$ cat config.mk
export PLATFORM = sky130hd
export DESIGN_NAME = length_prefixed_to_start_code_nal
export DESIGN_NICKNAME = d
export VERILOG_FILES = /design/src/rtl/lpsc_pkg.sv /design/src/rtl/lpsc_engine.sv /design/src/rtl/lpsc_out_stage.sv /design/src/rtl/length_prefixed_to_start_code_nal.sv
export SDC_FILE = /design/constraint.sdc
export NUM_CORES = 1
export LEC_CHECK = 0
export BUFFER_PORTS_ARGS = -buffer_cell sky130_fd_sc_hd__buf_2
export CORE_MARGIN = 5
export CORE_UTILIZATION = 59
export CTS_CLUSTER_DIAMETER = 30
export DETAILED_ROUTE_END_ITERATION = 7
export PLACE_DENSITY = 0.77
export SYNTH_ARGS = -nofsm -noshare
export SYNTH_HDL_FRONTEND = slang
export SYNTH_SLANG_ARGS = --single-unit
$ cat constraint.sdc
create_clock -name aclk -period 4 [get_ports aclk]
set_input_delay 0.8 -clock aclk [delete_from_list [all_inputs] [get_ports aclk]]
set_output_delay 0.8 -clock aclk [all_outputs]
set_load 0.005 [all_outputs]
$ cat src/rtl/lpsc_pkg.sv
// ----------------------------------------------------------------------------
// lpsc_pkg
// Shared types and constants for the length-prefixed to start-code converter.
// ----------------------------------------------------------------------------
package lpsc_pkg;

    localparam int HEAD_BYTES  = 4;
    localparam int HEAD_IDX_W  = $clog2(HEAD_BYTES);
    localparam int LENGTH_BITS = 32;
    localparam int PFX_CNT_W   = 3;
    localparam int CFG_W       = 3;

    localparam logic [PFX_CNT_W-1:0] PFX_MIN = PFX_CNT_W'(1);
    localparam logic [PFX_CNT_W-1:0] PFX_MAX = PFX_CNT_W'(4);
    localparam logic [CFG_W-1:0]     CFG_RESET = CFG_W'(4);

    localparam logic [7:0] SC_ZERO = 8'h00;
    localparam logic [7:0] SC_ONE  = 8'h01;

    typedef enum logic [2:0] {
        PH_HEAD,
        PH_PASS,
        PH_PREFIX,
        PH_PAYLOAD,
        PH_DISCARD
    } phase_t;

    // one request from the engine towards the output stage
    typedef struct packed {
        logic       push;
        logic       park;
        logic [7:0] data;
        logic       sample_end;
        logic       sample_error;
    } lpsc_res_t;

endpackage

$ cat src/rtl/lpsc_engine.sv
// ----------------------------------------------------------------------------
// lpsc_engine
// Holds one input byte, tracks the sample head, length prefixes and payload,
// and produces at most one output request per cycle.
// ----------------------------------------------------------------------------
module lpsc_engine
    import lpsc_pkg::*;
(
    input  logic                 aclk,
    input  logic                 aresetn,
    input  logic                 s_valid,
    output logic                 s_ready,
    input  logic [7:0]           s_data_in,
    input  logic                 s_last_in,
    input  logic [PFX_CNT_W-1:0] pfx_size,
    input  logic                 out_free,
    output lpsc_res_t            res
);

    logic                   in_valid_reg, in_valid_next;
    logic [7:0]             in_data_reg;
    logic                   in_last_reg;
    phase_t                 phase_reg, phase_next;
    logic [7:0]             head_reg [HEAD_BYTES];
    logic [HEAD_IDX_W-1:0]  head_cnt_reg, head_cnt_next;
    logic [PFX_CNT_W-1:0]   pfx_cnt_reg, pfx_cnt_next;
    logic [LENGTH_BITS-1:0] unit_len_reg, unit_len_next;
    logic [LENGTH_BITS-1:0] pay_left_reg, pay_left_next;
    logic                   rp_act_reg, rp_act_next;
    logic [HEAD_IDX_W-1:0]  rp_idx_reg, rp_idx_next;
    logic [1:0]             sc_left_reg, sc_left_next;
    logic                   flush_reg, flush_next;

    logic [7:0]             src;
    logic                   step_en;
    logic                   has_out;
    logic [7:0]             out_byte;
    logic                   adv;
    logic                   go;
    logic                   done;
    logic                   release_item;
    logic                   head_we;
    logic                   sc_hit;
    logic                   top_busy;
    logic [LENGTH_BITS-1:0] ul_shift;
    logic [PFX_CNT_W-1:0]   pc_inc;
    logic                   pfx_done;
    logic                   end_err;

    // replayed head bytes are fed through the same path as live bytes
    assign src      = rp_act_reg ? head_reg[rp_idx_reg] : in_data_reg;
    assign step_en  = in_valid_reg && !flush_reg;
    assign top_busy = unit_len_reg[LENGTH_BITS-1 -: 8] != 8'h00;
    assign ul_shift = {unit_len_reg[LENGTH_BITS-9:0], src};
    assign pc_inc   = pfx_cnt_reg + PFX_CNT_W'(1);
    assign pfx_done = pc_inc >= pfx_size;
    assign sc_hit   = head_reg[0] == 8'h00 && head_reg[1] == 8'h00 &&
                      (head_reg[2] == 8'h01 ||
                       (head_reg[2] == 8'h00 && in_data_reg == 8'h01));

    // result of the current step
    always_comb begin
        has_out  = 1'b0;
        out_byte = 8'h00;
        adv      = 1'b0;
        if (step_en) begin
            if (sc_left_reg != 2'd0) begin
                has_out  = 1'b1;
                out_byte = (sc_left_reg == 2'd1) ? SC_ONE : SC_ZERO;
                adv      = sc_left_reg == 2'd1;
            end else begin
                case (phase_reg)
                    PH_HEAD: begin
                        adv = head_cnt_reg != HEAD_IDX_W'(HEAD_BYTES - 1);
                    end
                    PH_PASS, PH_PAYLOAD: begin
                        has_out  = 1'b1;
                        out_byte = src;
                        adv      = 1'b1;
                    end
                    PH_PREFIX: begin
                        if (!top_busy && pfx_done && ul_shift != '0) begin
                            // first start code byte goes out with the prefix byte
                            has_out  = 1'b1;
                            out_byte = SC_ZERO;
                        end else begin
                            adv = 1'b1;
                        end
                    end
                    default: begin
                        adv = 1'b1;
                    end
                endcase
            end
        end
    end

    assign go      = !has_out || out_free;
    assign done    = adv && (!rp_act_reg || rp_idx_reg == HEAD_IDX_W'(HEAD_BYTES - 1));
    assign head_we = step_en && sc_left_reg == 2'd0 && phase_reg == PH_HEAD;
    assign release_item = (step_en && go && done && !in_last_reg) || (flush_reg && out_free);
    assign s_ready = !in_valid_reg || release_item;

    assign end_err = phase_reg == PH_HEAD || phase_reg == PH_DISCARD ||
                     (phase_reg == PH_PREFIX && pfx_cnt_reg != '0) ||
                     (phase_reg == PH_PAYLOAD && pay_left_reg != '0);

    // request towards the output stage
    always_comb begin
        res.push         = (step_en && has_out && go) || (flush_reg && out_free);
        res.park         = in_last_reg && !flush_reg;
        res.data         = out_byte;
        res.sample_end   = flush_reg;
        res.sample_error = flush_reg && end_err;
    end

    // next state
    always_comb begin
        in_valid_next = in_valid_reg;
        phase_next    = phase_reg;
        head_cnt_next = head_cnt_reg;
        pfx_cnt_next  = pfx_cnt_reg;
        unit_len_next = unit_len_reg;
        pay_left_next = pay_left_reg;
        rp_act_next   = rp_act_reg;
        rp_idx_next   = rp_idx_reg;
        sc_left_next  = sc_left_reg;
        flush_next    = flush_reg;

        if (flush_reg && out_free) begin
            phase_next    = PH_HEAD;
            head_cnt_next = '0;
            pfx_cnt_next  = '0;
            unit_len_next = '0;
            pay_left_next = '0;
            rp_act_next   = 1'b0;
            rp_idx_next   = '0;
            sc_left_next  = 2'd0;
            flush_next    = 1'b0;
        end else if (step_en && go) begin
            if (sc_left_reg != 2'd0) begin
                sc_left_next = sc_left_reg - 2'd1;
            end else begin
                case (phase_reg)
                    PH_HEAD: begin
                        if (head_cnt_reg == HEAD_IDX_W'(HEAD_BYTES - 1)) begin
                            phase_next    = sc_hit ? PH_PASS : PH_PREFIX;
                            pfx_cnt_next  = '0;
                            unit_len_next = '0;
                            rp_act_next   = 1'b1;
                            rp_idx_next   = '0;
                        end else begin
                            head_cnt_next = head_cnt_reg + HEAD_IDX_W'(1);
                        end
                    end
                    PH_PREFIX: begin
                        if (top_busy) begin
                            phase_next = PH_DISCARD;
                        end else if (!pfx_done) begin
                            unit_len_next = ul_shift;
                            pfx_cnt_next  = pc_inc;
                        end else if (ul_shift == '0) begin
                            phase_next = PH_DISCARD;
                        end else begin
                            pay_left_next = ul_shift;
                            unit_len_next = '0;
                            pfx_cnt_next  = '0;
                            sc_left_next  = 2'd3;
                            phase_next    = PH_PAYLOAD;
                        end
                    end
                    PH_PAYLOAD: begin
                        pay_left_next = pay_left_reg - LENGTH_BITS'(1);
                        if (pay_left_reg == LENGTH_BITS'(1)) begin
                            phase_next = PH_PREFIX;
                        end
                    end
                    default: begin
                    end
                endcase
            end
            if (adv && rp_act_reg) begin
                rp_idx_next = rp_idx_reg + HEAD_IDX_W'(1);
                if (rp_idx_reg == HEAD_IDX_W'(HEAD_BYTES - 1)) begin
                    rp_act_next = 1'b0;
                end
            end
            // the last byte of a sample then gets a flush step to attach the end flags
            if (done && in_last_reg) begin
                flush_next = 1'b1;
            end
        end

        if (release_item) begin
            in_valid_next = 1'b0;
        end
        if (s_valid && s_ready) begin
            in_valid_next = 1'b1;
        end
    end

    always_ff @(posedge aclk) begin
        if (!aresetn) begin
            in_valid_reg <= 1'b0;
            phase_reg    <= PH_HEAD;
            head_cnt_reg <= '0;
            pfx_cnt_reg  <= '0;
            unit_len_reg <= '0;
            pay_left_reg <= '0;
            rp_act_reg   <= 1'b0;
            rp_idx_reg   <= '0;
            sc_left_reg  <= 2'd0;
            flush_reg    <= 1'b0;
        end else begin
            in_valid_reg <= in_valid_next;
            phase_reg    <= phase_next;
            head_cnt_reg <= head_cnt_next;
            pfx_cnt_reg  <= pfx_cnt_next;
            unit_len_reg <= unit_len_next;
            pay_left_reg <= pay_left_next;
            rp_act_reg   <= rp_act_next;
            rp_idx_reg   <= rp_idx_next;
            sc_left_reg  <= sc_left_next;
            flush_reg    <= flush_next;
        end
    end

    always_ff @(posedge aclk) begin
        if (s_valid && s_ready) begin
            in_data_reg <= s_data_in;
            in_last_reg <= s_last_in;
        end
        if (head_we) begin
            head_reg[head_cnt_reg] <= in_data_reg;
        end
    end

    a_sc_in_payload: assert property (@(posedge aclk) disable iff (!aresetn)
        sc_left_reg != 2'd0 |-> phase_reg == PH_PAYLOAD)
        else $error("start code pending outside payload phase");

    a_idle_clean: assert property (@(posedge aclk) disable iff (!aresetn)
        !in_valid_reg |-> !flush_reg && sc_left_reg == 2'd0 && !rp_act_reg)
        else $error("sequencing state left over with no byte held");

    a_replay_phase: assert property (@(posedge aclk) disable iff (!aresetn)
        rp_act_reg |-> phase_reg != PH_HEAD)
        else $error("head replay while still collecting the head");

    a_flush_clean: assert property (@(posedge aclk) disable iff (!aresetn)
        flush_reg |-> in_last_reg && !rp_act_reg && sc_left_reg == 2'd0)
        else $error("end flush with work still outstanding");

endmodule

$ cat src/rtl/lpsc_out_stage.sv
// ----------------------------------------------------------------------------
// lpsc_out_stage
// Output register plus a one-byte holding slot so the end flags of a sample
// land on its final byte.
// ----------------------------------------------------------------------------
module lpsc_out_stage
    import lpsc_pkg::*;
(
    input  logic       aclk,
    input  logic       aresetn,
    input  lpsc_res_t  res,
    output logic       out_free,
    output logic       m_valid,
    input  logic       m_ready,
    output logic [7:0] m_data_out,
    output logic       m_data_valid,
    output logic       m_sample_end,
    output logic       m_sample_error
);

    logic       pend_valid_reg;
    logic [7:0] pend_data_reg;
    logic       m_valid_reg;
    logic [7:0] m_data_reg;
    logic       m_dv_reg;
    logic       m_end_reg;
    logic       m_err_reg;

    logic       load;
    logic [7:0] ld_data;
    logic       ld_dv;

    assign out_free = !m_valid_reg || m_ready;
    // a parked byte only goes out once the next one replaces it or the sample ends
    assign load = res.push && (!res.park || pend_valid_reg);

    always_comb begin
        if (res.sample_end) begin
            ld_data = pend_valid_reg ? pend_data_reg : 8'h00;
            ld_dv   = pend_valid_reg;
        end else if (res.park) begin
            ld_data = pend_data_reg;
            ld_dv   = 1'b1;
        end else begin
            ld_data = res.data;
            ld_dv   = 1'b1;
        end
    end

    always_ff @(posedge aclk) begin
        if (!aresetn) begin
            m_valid_reg    <= 1'b0;
            pend_valid_reg <= 1'b0;
        end else begin
            if (load) begin
                m_valid_reg <= 1'b1;
            end else if (m_ready) begin
                m_valid_reg <= 1'b0;
            end
            if (res.push && res.park) begin
                pend_valid_reg <= 1'b1;
            end else if (res.push && res.sample_end) begin
                pend_valid_reg <= 1'b0;
            end
        end
    end

    always_ff @(posedge aclk) begin
        if (load) begin
            m_data_reg <= ld_data;
            m_dv_reg   <= ld_dv;
            m_end_reg  <= res.sample_end;
            m_err_reg  <= res.sample_error;
        end
        if (res.push && res.park) begin
            pend_data_reg <= res.data;
        end
    end

    assign m_valid        = m_valid_reg;
    assign m_data_out     = m_data_reg;
    assign m_data_valid   = m_dv_reg;
    assign m_sample_end   = m_end_reg;
    assign m_sample_error = m_err_reg;

    a_err_with_end: assert property (@(posedge aclk) disable iff (!aresetn)
        m_valid_reg && m_err_reg |-> m_end_reg)
        else $error("error flag without sample end");

endmodule

$ cat src/rtl/length_prefixed_to_start_code_nal.sv
// ----------------------------------------------------------------------------
// length_prefixed_to_start_code_nal
// Converts length-prefixed NAL samples to start-code form, one byte a cycle unless m_ready stalls the output.
// ----------------------------------------------------------------------------
// Bytes of a sample arrive one per request with a last flag. Samples whose
// first four bytes already begin with a 00 00 01 or 00 00 00 01 start code
// pass through unchanged; otherwise each big-endian length prefix
// (cfg_wr_data bytes, 0 acts as 1 and 5..7 as 4) is replaced by 00 00 00 01.
// Pass-through and payload bytes go straight out. The fourth byte of a
// sample also latches the head and replays the held head bytes, each start
// code adds the bytes 00 00 00 01, and the end of every sample takes a flush
// step to attach sample_end and sample_error to its final result. The single
// output register issues one result per cycle unless m_ready stalls it.
// Samples flagged with sample_error must be dropped downstream.
// ----------------------------------------------------------------------------
module length_prefixed_to_start_code_nal
    import lpsc_pkg::*;
(
    input  logic             aclk,
    input  logic             aresetn,
    input  logic             cfg_wr_en,
    input  logic [CFG_W-1:0] cfg_wr_data,
    input  logic             s_valid,
    output logic             s_ready,
    input  logic [7:0]       s_data_in,
    input  logic             s_last_in,
    output logic             m_valid,
    input  logic             m_ready,
    output logic [7:0]       m_data_out,
    output logic             m_data_valid,
    output logic             m_sample_end,
    output logic             m_sample_error
);

    logic [CFG_W-1:0]     nal_len_bytes_reg;
    logic [PFX_CNT_W-1:0] pfx_size;
    logic                 out_free;
    lpsc_res_t            res;

    always_ff @(posedge aclk) begin
        if (!aresetn) begin
            nal_len_bytes_reg <= CFG_RESET;
        end else if (cfg_wr_en) begin
            nal_len_bytes_reg <= cfg_wr_data;
        end
    end

    // clamp the prefix size into 1..4
    always_comb begin
        if (nal_len_bytes_reg < PFX_MIN) begin
            pfx_size = PFX_MIN;
        end else if (nal_len_bytes_reg > PFX_MAX) begin
            pfx_size = PFX_MAX;
        end else begin
            pfx_size = nal_len_bytes_reg;
        end
    end

    lpsc_engine u_engine (
        .aclk      (aclk),
        .aresetn   (aresetn),
        .s_valid   (s_valid),
        .s_ready   (s_ready),
        .s_data_in (s_data_in),
        .s_last_in (s_last_in),
        .pfx_size  (pfx_size),
        .out_free  (out_free),
        .res       (res)
    );

    lpsc_out_stage u_out_stage (
        .aclk           (aclk),
        .aresetn        (aresetn),
        .res            (res),
        .out_free       (out_free),
        .m_valid        (m_valid),
        .m_ready        (m_ready),
        .m_data_out     (m_data_out),
        .m_data_valid   (m_data_valid),
        .m_sample_end   (m_sample_end),
        .m_sample_error (m_sample_error)
    );

endmodule
==> results_dict.tcl, run 1 <==
set metrics [dict create \
    synth_top_area_cell "edfxtp_1" \
    drc 0 \
    cts_made_buffers 17 \
    coreArea_mm2 0.0126 \
    crit_path_start_kind "flip-flop" \
    crit_path_end_kind "output port" \
    synth_edf_count 60 \
    synth_common_cells "nand2_1 (136), dfxtp_1 (86), edfxtp_1 (60)" \
    fin_skew_ns 0.00906 \
    worst-path-max-fanout 5 \
    antenna_found_initial 0 \
    synth_adder_area_share_pct 2.33 \
    slew_violations 0 \
    synthFlopType "dfxtp_1" \
    async_flop_share_pct 0 \
    grtUsageTotal_pct 27.0 \
    clockBufferDepth 2 \
    vias_per_cell 6.57 \
    hold_path.class "flip-flop to flip-flop" \
    clk_pin_slew_ns 0.07 \
    grt_pass1_vias 6071 \
    synthMostInstantiatedCell "nand2_1" \
    synth_top_family_by_area "simple AND/OR/NAND/NOR gates" \
    numPortBuffers 29 \
    ys_ff_latch 146 \
    dieHeight_um 123 \
    syn_to_final_growth_pct 11.3 \
    synth_sequential_area_ratio_pct 46.9 \
    timing.fmax_mhz 263 \
    fin_nets 844 \
    wire_per_inst_um 19.9 \
    post-route-util_pct 66.6 \
    avgSynthCellArea_um2 9.34 \
    synth.area.mux_share_pct 8.56 \
    vias 6556 \
    insertion_delay_ns 0.44 \
    nFillCells 984 \
    cts_tree "built" \
    synth_xor_area_share_pct 0.233 \
    diodes 0 \
    overflow 0 \
    ys_types 69 \
    hold_viol 0 \
    final_antenna_net_count 0 \
    p_per_area_mw_per_mm2 415 \
    dr.pass1.iters 8 \
    cts_sinks 146 \
    synth_fp_nets 836 \
    dp_cells 966 \
    synth-compound-area-share_pct 17.4 \
    synthTopCellsByArea "edfxtp_1 (24%), dfxtp_1 (23%), mux2i_1 (7.1%)" \
    final_area_mm2 0.00837 \
    ys_warn_count 0 \
    pin_count 30 \
    irDropWorstVdd_v 0.000296 \
    fp.dieW_um 123 \
    die-area_mm2 0.0151 \
    maxCapViolations 0 \
    slew_headroom_pct 35.2 \
    whs_path_depth 2 \
    hold_buffers 0 \
    worstPathArrival_ns 3.01 \
    worstSetupPathType "flip-flop to output port" \
    place_area_mm2 0.00774 \
    post-route-period-util_pct 95.2 \
    status "finished clean" \
    hpwl_um 13000 \
    netlist_area_mm2 0.00752 \
    grt_pass1_wl_um 31400 \
    cts.htree.levels 4 \
    place.gp.congestion 0.909 \
    synthCells 805 \
    cts-root-buf "clkbuf_16" \
    finalSetupViolations 0 \
    worst_slew_pin_slew_ns 0.970 \
    rows 41 \
    start_util_pct 59.8 \
    synth_top_area_share_pct 24.0 \
    synth-simple-area-share_pct 20.2 \
    routed_wl_um 19900 \
    required_ns 3.20 \
    drtIter0Drc 833 \
    fin_crit_ns 3.81 \
    drive_gt1_share_pct 11.7 \
    reg2regPathDepth 7 \
    leakage_uw 0.00285 \
    final_cells 998 \
    grt_max_degree 84 \
]
[layout make-up]
type                    instances  area, um2  area share, %
inverters                      19       71.3          0.852
multi-input cells             584       3690           44.0
well taps                     172        215           2.57
flip-flops and latches        146       3530           42.1
clock inverters                15        179           2.14
clock buffers                  17        425           5.08
repair buffers                 45        265           3.17
[through the flow]
stage	setup TNS, ns	setup WS [ns]	total power [uW]	hold slack, ns
2_1_floorplan	0	0.901	1780	0.434
3_3_place_gp	0	0.655	1850	0.443
3_5_place_dp	0	0.536	1860	0.452
4_1_cts	0	0.0551	3480	0.464
5_1_grt	-0.0555	-0.0555	3570	0.477
6_report	0	0.191	3470	0.464
[worst max-delay path, cell delays in order, from the launching register on]
cell      delay (ns)
dfxtp_1         0.41
ha_1            0.24
xor2_1          0.19
ha_1            0.30
a21o_1          0.21
a31oi_4         0.21
a21oi_1         0.12
nor3_2          0.29
a31oi_1         0.11
o311ai_1        0.32
buf_2           0.17
[kinds of logic after synthesis]
family          count (synthesis)
compound gates                196
xor+xnor                        2
fa+ha+maj                      14
buf+inv                        75
flops                         146
mux                            59
simple gates                  313
[metal layers]
metal	GRT usage [%]	vias up	routed length, um
met5	0	-	0
met4	11.0	0	569
met3	6.68	62	1980
met2	41.6	384	9040
met1	36.5	3103	8310
li1	-	3007	-
[cells in the final DEF (no fill, tap or decap), types with 17 or more instances in the layout]
cell / count
nor2_1: 54
a21oi_1: 43
inv_1: 19
nand2_1: 136
buf_2: 29
mux2i_1: 53
o22ai_1: 27
dfxtp_1: 84
edfxtp_1: 60
nor3_1: 20
clkbuf_16: 17
o21ai_0: 33
[worst paths after layout]
path	start	end	slack, ns
max	u_engine.pfx_cnt_reg[0]$_SDFFE_PP0P_	s_ready	0.19
min	u_engine.sc_left_reg[1]$_SDFFE_PP0P_	u_engine.sc_left_reg[1]$_SDFFE_PP0P_	0.46
max reg2reg	u_engine.rp_act_reg$_SDFFE_PP0N_	u_engine.pay_left_reg[20]$_SDFFE_PP0P_	0.67
min reg2reg	u_engine.sc_left_reg[1]$_SDFFE_PP0P_	u_engine.sc_left_reg[1]$_SDFFE_PP0P_	0.46
[power by group]
| part | leakage (uW) | switching [uW] | internal (uW) |
|---|---|---|---|
| sequential | 0.00127 | 35.0 | 1590 |
| clock | 0.000288 | 655 | 984 |
| combinational | 0.00130 | 144 | 64.9 |
[what timing repair did]
item                       CTS  global route
gates resized for setup      0             5
buffers inserted             0             0
setup endpoints to repair    0             1
(Power assumes the default switching activity.)
==> inputs of run 2 (changes only) <==
--- a/config.mk
+++ b/config.mk
@@ -13,4 +13,5 @@
 export PLACE_DENSITY = 0.77
 export SYNTH_ARGS = -nofsm -noshare
 export SYNTH_HDL_FRONTEND = slang
+export SYNTH_HIERARCHICAL = 1
 export SYNTH_SLANG_ARGS = --single-unit
==> run 2 against run 1 <==
Net effect:
- first-iteration DRC count down 22%
- maximum frequency up 0.40%
- clock power barely moved
- sequential share of layout area grew 1.2 points
- critical path depth decreased by 2
- synthesized cell count shrank 4.6%
- non-clock buffer count down 5
- routed wire length decreased by 8.5%
- critical path type unchanged
- largest power group is now sequential cells
- highest routed layer unchanged
==> results_dict.tcl, run 2 <==
set metrics [dict create \
    switching_share_pct 24.5 \
    final_common_cell "dfxtp_1" \
    async_flop_share_pct 0 \
    r2r_end "u_engine/pay_left_reg[31]$_SDFFE_PP0P_" \
    synth_top_area_share_pct 24.5 \
    routed_wl_um 18200 \
    worstPathArrival_ns 2.99 \
    p_int_uw 2620 \
    leakage_uw 0.00284 \
    worst_slew_pin_slew_ns 1.09 \
    fp.dieW_um 122 \
    rsz0062_at_grt "false" \
    hold_viol 0 \
    ys_warn_count 6 \
    whs_endpoint "u_engine/unit_len_reg[31]$_SDFFE_PP0P_" \
    synthMostInstantiatedCell "dfxtp_1" \
    post-route-period-util_pct 94.9 \
    cts_tree "built" \
    ys_types 69 \
    synth_top_area_cell "edfxtp_1" \
    crit_path_end_kind "output port" \
    start_util_pct 60.8 \
    ys_ff_latch 146 \
    vias 6154 \
    place_area_mm2 0.00753 \
    met2_usage_pct 37.8 \
    reg2reg_from "u_engine/pfx_cnt_reg[0]$_SDFFE_PP0P_" \
    whs_path_depth 2 \
    fin_skew_ns 0.00957 \
    fin_total_pwr_uw 3470 \
    diodes 0 \
    hpwl_um 12200 \
    synthTopCellsByArea "edfxtp_1 (24%), dfxtp_1 (23%), mux2i_1 (3.7%)" \
    grt_pass1_vias 5887 \
    final_area_mm2 0.00814 \
    met1_usage_pct 33.0 \
    timing.fmax_mhz 264 \
    p_per_area_mw_per_mm2 427 \
    final_antenna_net_count 0 \
    cts-root-buf "clkbuf_16" \
    synth_common_cells "dfxtp_1 (86), nand2_1 (67), nor2_1 (61)" \
    place.gp.congestion 0.939 \
    tns_ns 0 \
    switchingPower_uw 850 \
    cts.htree.levels 4 \
    drive_gt1_share_pct 12.1 \
    syn_to_final_growth_pct 10.6 \
    reg2regPathDepth 9 \
    synth_sequential_area_ratio_pct 47.9 \
    vias_per_cell 6.45 \
    r2r_slack_ns 0.82 \
    hold_path.class "flip-flop to flip-flop" \
    fin_crit_ns 3.79 \
    pwr-share-seq_pct 47.0 \
    cts_made_buffers 17 \
    synthCells 768 \
    grt_pass1_wl_um 29400 \
    pin_count 30 \
    insertion_delay_ns 0.43 \
    drc 0 \
    maxCapViolations 0 \
    critical-path-top-delay-family "compound AO/OA/AOI/OAI gates" \
    overflow 0 \
    grtUsageTotal_pct 25.3 \
    dieHeight_um 122 \
    max_stage_delay_ns 0.59 \
    netlist_area_mm2 0.00736 \
    antenna_found_initial 0 \
    post-cts-setup-buffers 0 \
    numPortBuffers 29 \
    crit_chain "mux4_2 -> mux2i_4 -> a21boi_2 -> a31oi_1 -> o21ai_1 -> nand3_1 -> a22oi_1 -> buf_2" \
    top_usage_layer "met2" \
    p_comb_share_pct 6.3 \
    rows 40 \
    cp_num_buf_inv 1 \
    use_met3_pct 8.36 \
    power_frac_clock_pct 46.7 \
    worstSetupPathType "flip-flop to output port" \
    drtIter0Drc 648 \
    slew_headroom_pct 27.4 \
    wire_per_inst_um 19.1 \
    required_ns 3.20 \
    clockBufferDepth 2 \
    status "finished clean" \
    grt_max_degree 59 \
    crit_slowest_cell "mux4_2" \
    die-area_mm2 0.0148 \
    synth_fp_nets 799 \
    synth_edf_count 60 \
    min-delay-start "u_engine/unit_len_reg[31]$_SDFFE_PP0P_" \
    finalSetupViolations 0 \
    synthFlopType "dfxtp_1" \
    fin_nets 804 \
    crit_path_start_kind "flip-flop" \
    clk_pin_slew_ns 0.06 \
    worst-path-max-fanout 16 \
    avgSynthCellArea_um2 9.58 \
    irDropWorstVdd_v 0.000446 \
    most-common-layout-cells "dfxtp_1 (84), nand2_1 (66), nor2_1 (61)" \
    dr.pass1.iters 5 \
    slew_violations 0 \
    coreArea_mm2 0.0121 \
    cts_sinks 146 \
    nFillCells 930 \
]
run 2: cell types whose count changed after synthesis, moves of 12 or more:
cell / delta
o22ai_1: -26
and2_1: +12
o21ai_1: +13
nand3_1: +22
a211oi_1: -14
nand2_1: -69
o311ai_0: +25
o31ai_1: +24
mux2i_1: -26
run 2: repair_timing:
action / CTS / global route
hold buffers: 0 / 0
endpoints found under the setup margin: 0 / 1
gates resized for setup: 0 / 2
run 2: worst max-delay path by stage:
stage / from / endpoint / cells past startpoint
after floorplan: u_engine/pfx_cnt_reg[0]$_SDFFE_PP0P_ / u_engine/in_data_reg[0]$_DFFE_PP_ / 9
after global placement: flip-flop / s_ready / 8
after detailed placement: flip-flop / s_ready / 8
after CTS: flip-flop / s_ready / 8
after global routing: u_engine/rp_act_reg$_SDFFE_PP0N_ / s_ready / 8
final: flip-flop / s_ready / 8
run 2: power groups by stage:
stage                     registers [uW]  logic (uW)  clock network, uW
after global placement              1660         206                  0
final                               1630         220               1620
after global routing                1640         239               1710
after detailed placement            1660         216                  0
after CTS                           1630         218               1640
after floorplan                     1650         158                  0
run 2: cell families (layout without fill, tap and decap cells):
kind of cell	Yosys count	in the layout	share of synthesized area (%)
and+or+nand+nor	294	294	20.9
AOI/OAI and AO/OA	207	207	19.0
DFF	146	146	47.9
buffers and inverters	74	92	4.64
muxes	31	31	4.90
adders and majority gates	14	14	2.38
xor gates and xnor gates	2	2	0.238
run 2: worst min-delay path: cells and delay by family (launching register included):
family,cells,cell delay (ns)
simple gates,1,0.05
compound gates,1,0.07
flops,1,0.31
run 2: metal layers:
layer / share of wire, % / wire length (um) / vias up
met3: 8.7 / 1580 / 48
met5: 0 / 0 / -
li1: - / - / 2892
met4: 3.2 / 575 / 0
met2: 45 / 8250 / 272
met1: 43 / 7800 / 2942
run 2: final cells by class:
cell class	count	area (um2)	share of cell area, %
inverters	20	75.1	0.922
clock inverters	14	166	2.04
multi-input cells	548	3500	43.0
repair buffers	40	228	2.80
flip-flops and latches	146	3530	43.3
well taps	168	210	2.58
clock buffers	18	439	5.39
run 2: per-stage QoR:
| stage | hold slack, ns | cells | worst slack [ns] | util [%] |
|---|---|---|---|---|
| floorplan | 0.435 | 768 | 0.863 | - |
| global placement | 0.447 | 922 | 0.695 | 62.2 |
| detailed placement | 0.468 | 922 | 0.538 | 62.2 |
| CTS | 0.480 | 954 | 0.0627 | 67.2 |
| global route | 0.502 | 954 | 0.0301 | 67.2 |
| finish | 0.475 | 954 | 0.206 | 67.2 |
==> inputs of run 3 (changes only) <==
--- a/config.mk
+++ b/config.mk
@@ -10,7 +10,7 @@
 export CORE_UTILIZATION = 59
 export CTS_CLUSTER_DIAMETER = 30
 export DETAILED_ROUTE_END_ITERATION = 7
-export PLACE_DENSITY = 0.77
+export PLACE_DENSITY = 0.82
 export SYNTH_ARGS = -nofsm -noshare
 export SYNTH_HDL_FRONTEND = slang
 export SYNTH_HIERARCHICAL = 1
==> run 3 against run 2 <==
Net effect:
- the run now ends with DRC left
- worst setup slack improved by 0.015 ns
- cell count rose by 0.10%
- worst hold slack got worse by 0.0035 ns
- clock power barely moved
- first-iteration DRC count rose by 6.2%
- register-to-register slack improved by 0.08 ns
- sequential power barely moved
- total power fell by 0.27%
- count of clock-buffer cells in the layout fell by 1
- sequential share of layout area barely moved
- routed wire length rose by 1.6%
- die area did not move
- critical path type unchanged
==> results_dict.tcl, run 3 (synthesized netlist as in run 2, its figures left out) <==
set metrics [dict create \
    vias 6178 \
    cts_sinks 146 \
    r2r_end "u_out_stage/m_sample_error$_DFFE_PP_" \
    crit_chain "mux2i_1 -> nand3_1 -> a22oi_1 -> a31oi_1 -> o21ai_1 -> nand3_1 -> a22oi_1 -> buf_2" \
    worst-path-max-fanout 13 \
    tns_ns 0 \
    final_common_cell "dfxtp_1" \
    grtUsageTotal_pct 25.7 \
    max_stage_delay_ns 0.55 \
    required_ns 3.20 \
    hold_buffers 0 \
    hold_viol 0 \
    violations "DRC" \
    syn_to_final_growth_pct 10.7 \
    drc 11 \
    slew_violations 0 \
    post-route-period-util_pct 94.5 \
    most-common-layout-cells "dfxtp_1 (83), nand2_1 (66), nor2_1 (61)" \
    routed_wl_um 18500 \
    timing.fmax_mhz 265 \
    rows 40 \
    overflow 0 \
    crit_path_start_kind "flip-flop" \
    worstPathArrival_ns 2.98 \
    fp.dieW_um 122 \
    reg2reg_from "u_engine/unit_len_reg[24]$_SDFFE_PP0P_" \
    cts.htree.levels 4 \
    grt_pass1_wl_um 29800 \
    final_antenna_net_count 0 \
    grt_max_degree 49 \
    insertion_delay_ns 0.43 \
    antenna_found_initial 0 \
    worst_slew_pin_slew_ns 1.11 \
    crit_path_end_kind "output port" \
    nFillCells 934 \
    cp_num_buf_inv 1 \
    register_area_mm2 0.00353 \
    reg2regPathDepth 7 \
    fin_crit_ns 3.78 \
    vias_per_cell 6.47 \
    rsz0062_at_grt "false" \
    grt_pass1_vias 5880 \
    finalSetupViolations 0 \
    hpwl_um 12500 \
    cts-root-buf "clkbuf_16" \
    drive_gt1_share_pct 12.3 \
    numPortBuffers 29 \
    clk_pin_slew_ns 0.06 \
    fin_nets 805 \
    p_per_area_mw_per_mm2 425 \
    crit_slowest_cell "dfxtp_2" \
    worstSetupPathType "flip-flop to output port" \
    clockBufferDepth 2 \
    status "finished with violations" \
    diodes 0 \
    dieHeight_um 122 \
    hold_path.class "flip-flop to flip-flop" \
    maxCapViolations 0 \
    slew_headroom_pct 25.9 \
    coreArea_mm2 0.0121 \
    r2r_slack_ns 0.90 \
    die-area_mm2 0.0148 \
    dr.pass1.iters 8 \
    holdWs_ns 0.471 \
    critPathCapture "s_ready" \
    critical-path-top-delay-family "compound AO/OA/AOI/OAI gates" \
    wire_per_inst_um 19.4 \
    multi_input_area_mm2 0.00350 \
    place.gp.congestion 0.929 \
    irDropWorstVdd_v 0.000393 \
    start_util_pct 60.8 \
    drtIter0Drc 688 \
    fin_skew_ns 0.00678 \
    critical_path_depth 8 \
    cts_made_buffers 17 \
    pin_count 30 \
    leakage_uw 0.00283 \
    cts_tree "built" \
]
run 3: worst min-delay path: stages (launching register included):
cell	delay (ns)
dfxtp_1	0.31
nand3_1	0.05
o21ai_0	0.07
run 3: how the worst min path moves through the flow:
stage	startpoint	end	slack, ns	cells after the start
finish	u_engine/unit_len_reg[28]$_SDFFE_PP0P_	u_engine/unit_len_reg[28]$_SDFFE_PP0P_	0.47	2
global route	u_engine/unit_len_reg[28]$_SDFFE_PP0P_	u_engine/unit_len_reg[28]$_SDFFE_PP0P_	0.49	2
CTS	u_engine/unit_len_reg[31]$_SDFFE_PP0P_	u_engine/unit_len_reg[31]$_SDFFE_PP0P_	0.47	2
global placement	u_engine/unit_len_reg[30]$_SDFFE_PP0P_	u_engine/unit_len_reg[30]$_SDFFE_PP0P_	0.45	2
detailed placement	u_engine/unit_len_reg[31]$_SDFFE_PP0P_	u_engine/unit_len_reg[31]$_SDFFE_PP0P_	0.46	2
floorplan	u_engine/unit_len_reg[27]$_SDFFE_PP0P_	u_engine/unit_len_reg[27]$_SDFFE_PP0P_	0.43	2
run 3: cell type report:
type,instances,area share (%)
clock buffer,17,5.22
clock inverter,15,2.12
inverter,20,0.922
multi-input combinational,548,43.0
sequential,146,43.3
tap,168,2.58
timing repair buffer,41,2.89
run 3: power breakdown:
group | switching [uW] | total [uW] | internal [uW]
Combinational | 150 | 223 | 72.5
Clock | 671 | 1610 | 937
Sequential | 36.3 | 1630 | 1600
run 3: what timing repair did:
item                       4_1_cts  5_1_grt
buffers inserted                 0        0
setup endpoints to repair        0        1
resized for setup                0        4
run 3: through the flow:
step | utilization [%] | instance area (um2) | instances | total power (uW) | worst slack (ns)
global placement | 62.3 | 7540 | 923 | 1870 | 0.686
global route | 67.3 | 8150 | 955 | 3570 | 0.0313
CTS | 67.2 | 8140 | 955 | 3480 | 0.0453
finish | 67.3 | 8150 | 955 | 3460 | 0.221
floorplan | - | 7360 | 768 | 1810 | 0.863
detailed placement | 62.3 | 7540 | 923 | 1880 | 0.555
run 3: per-layer routing:
layer / track usage, % / part of all wire, %
met3: 7.57 / 8.4
met4: 10.9 / 2.7
met1: 33.9 / 42
met5: 0 / 0
met2: 39.7 / 47
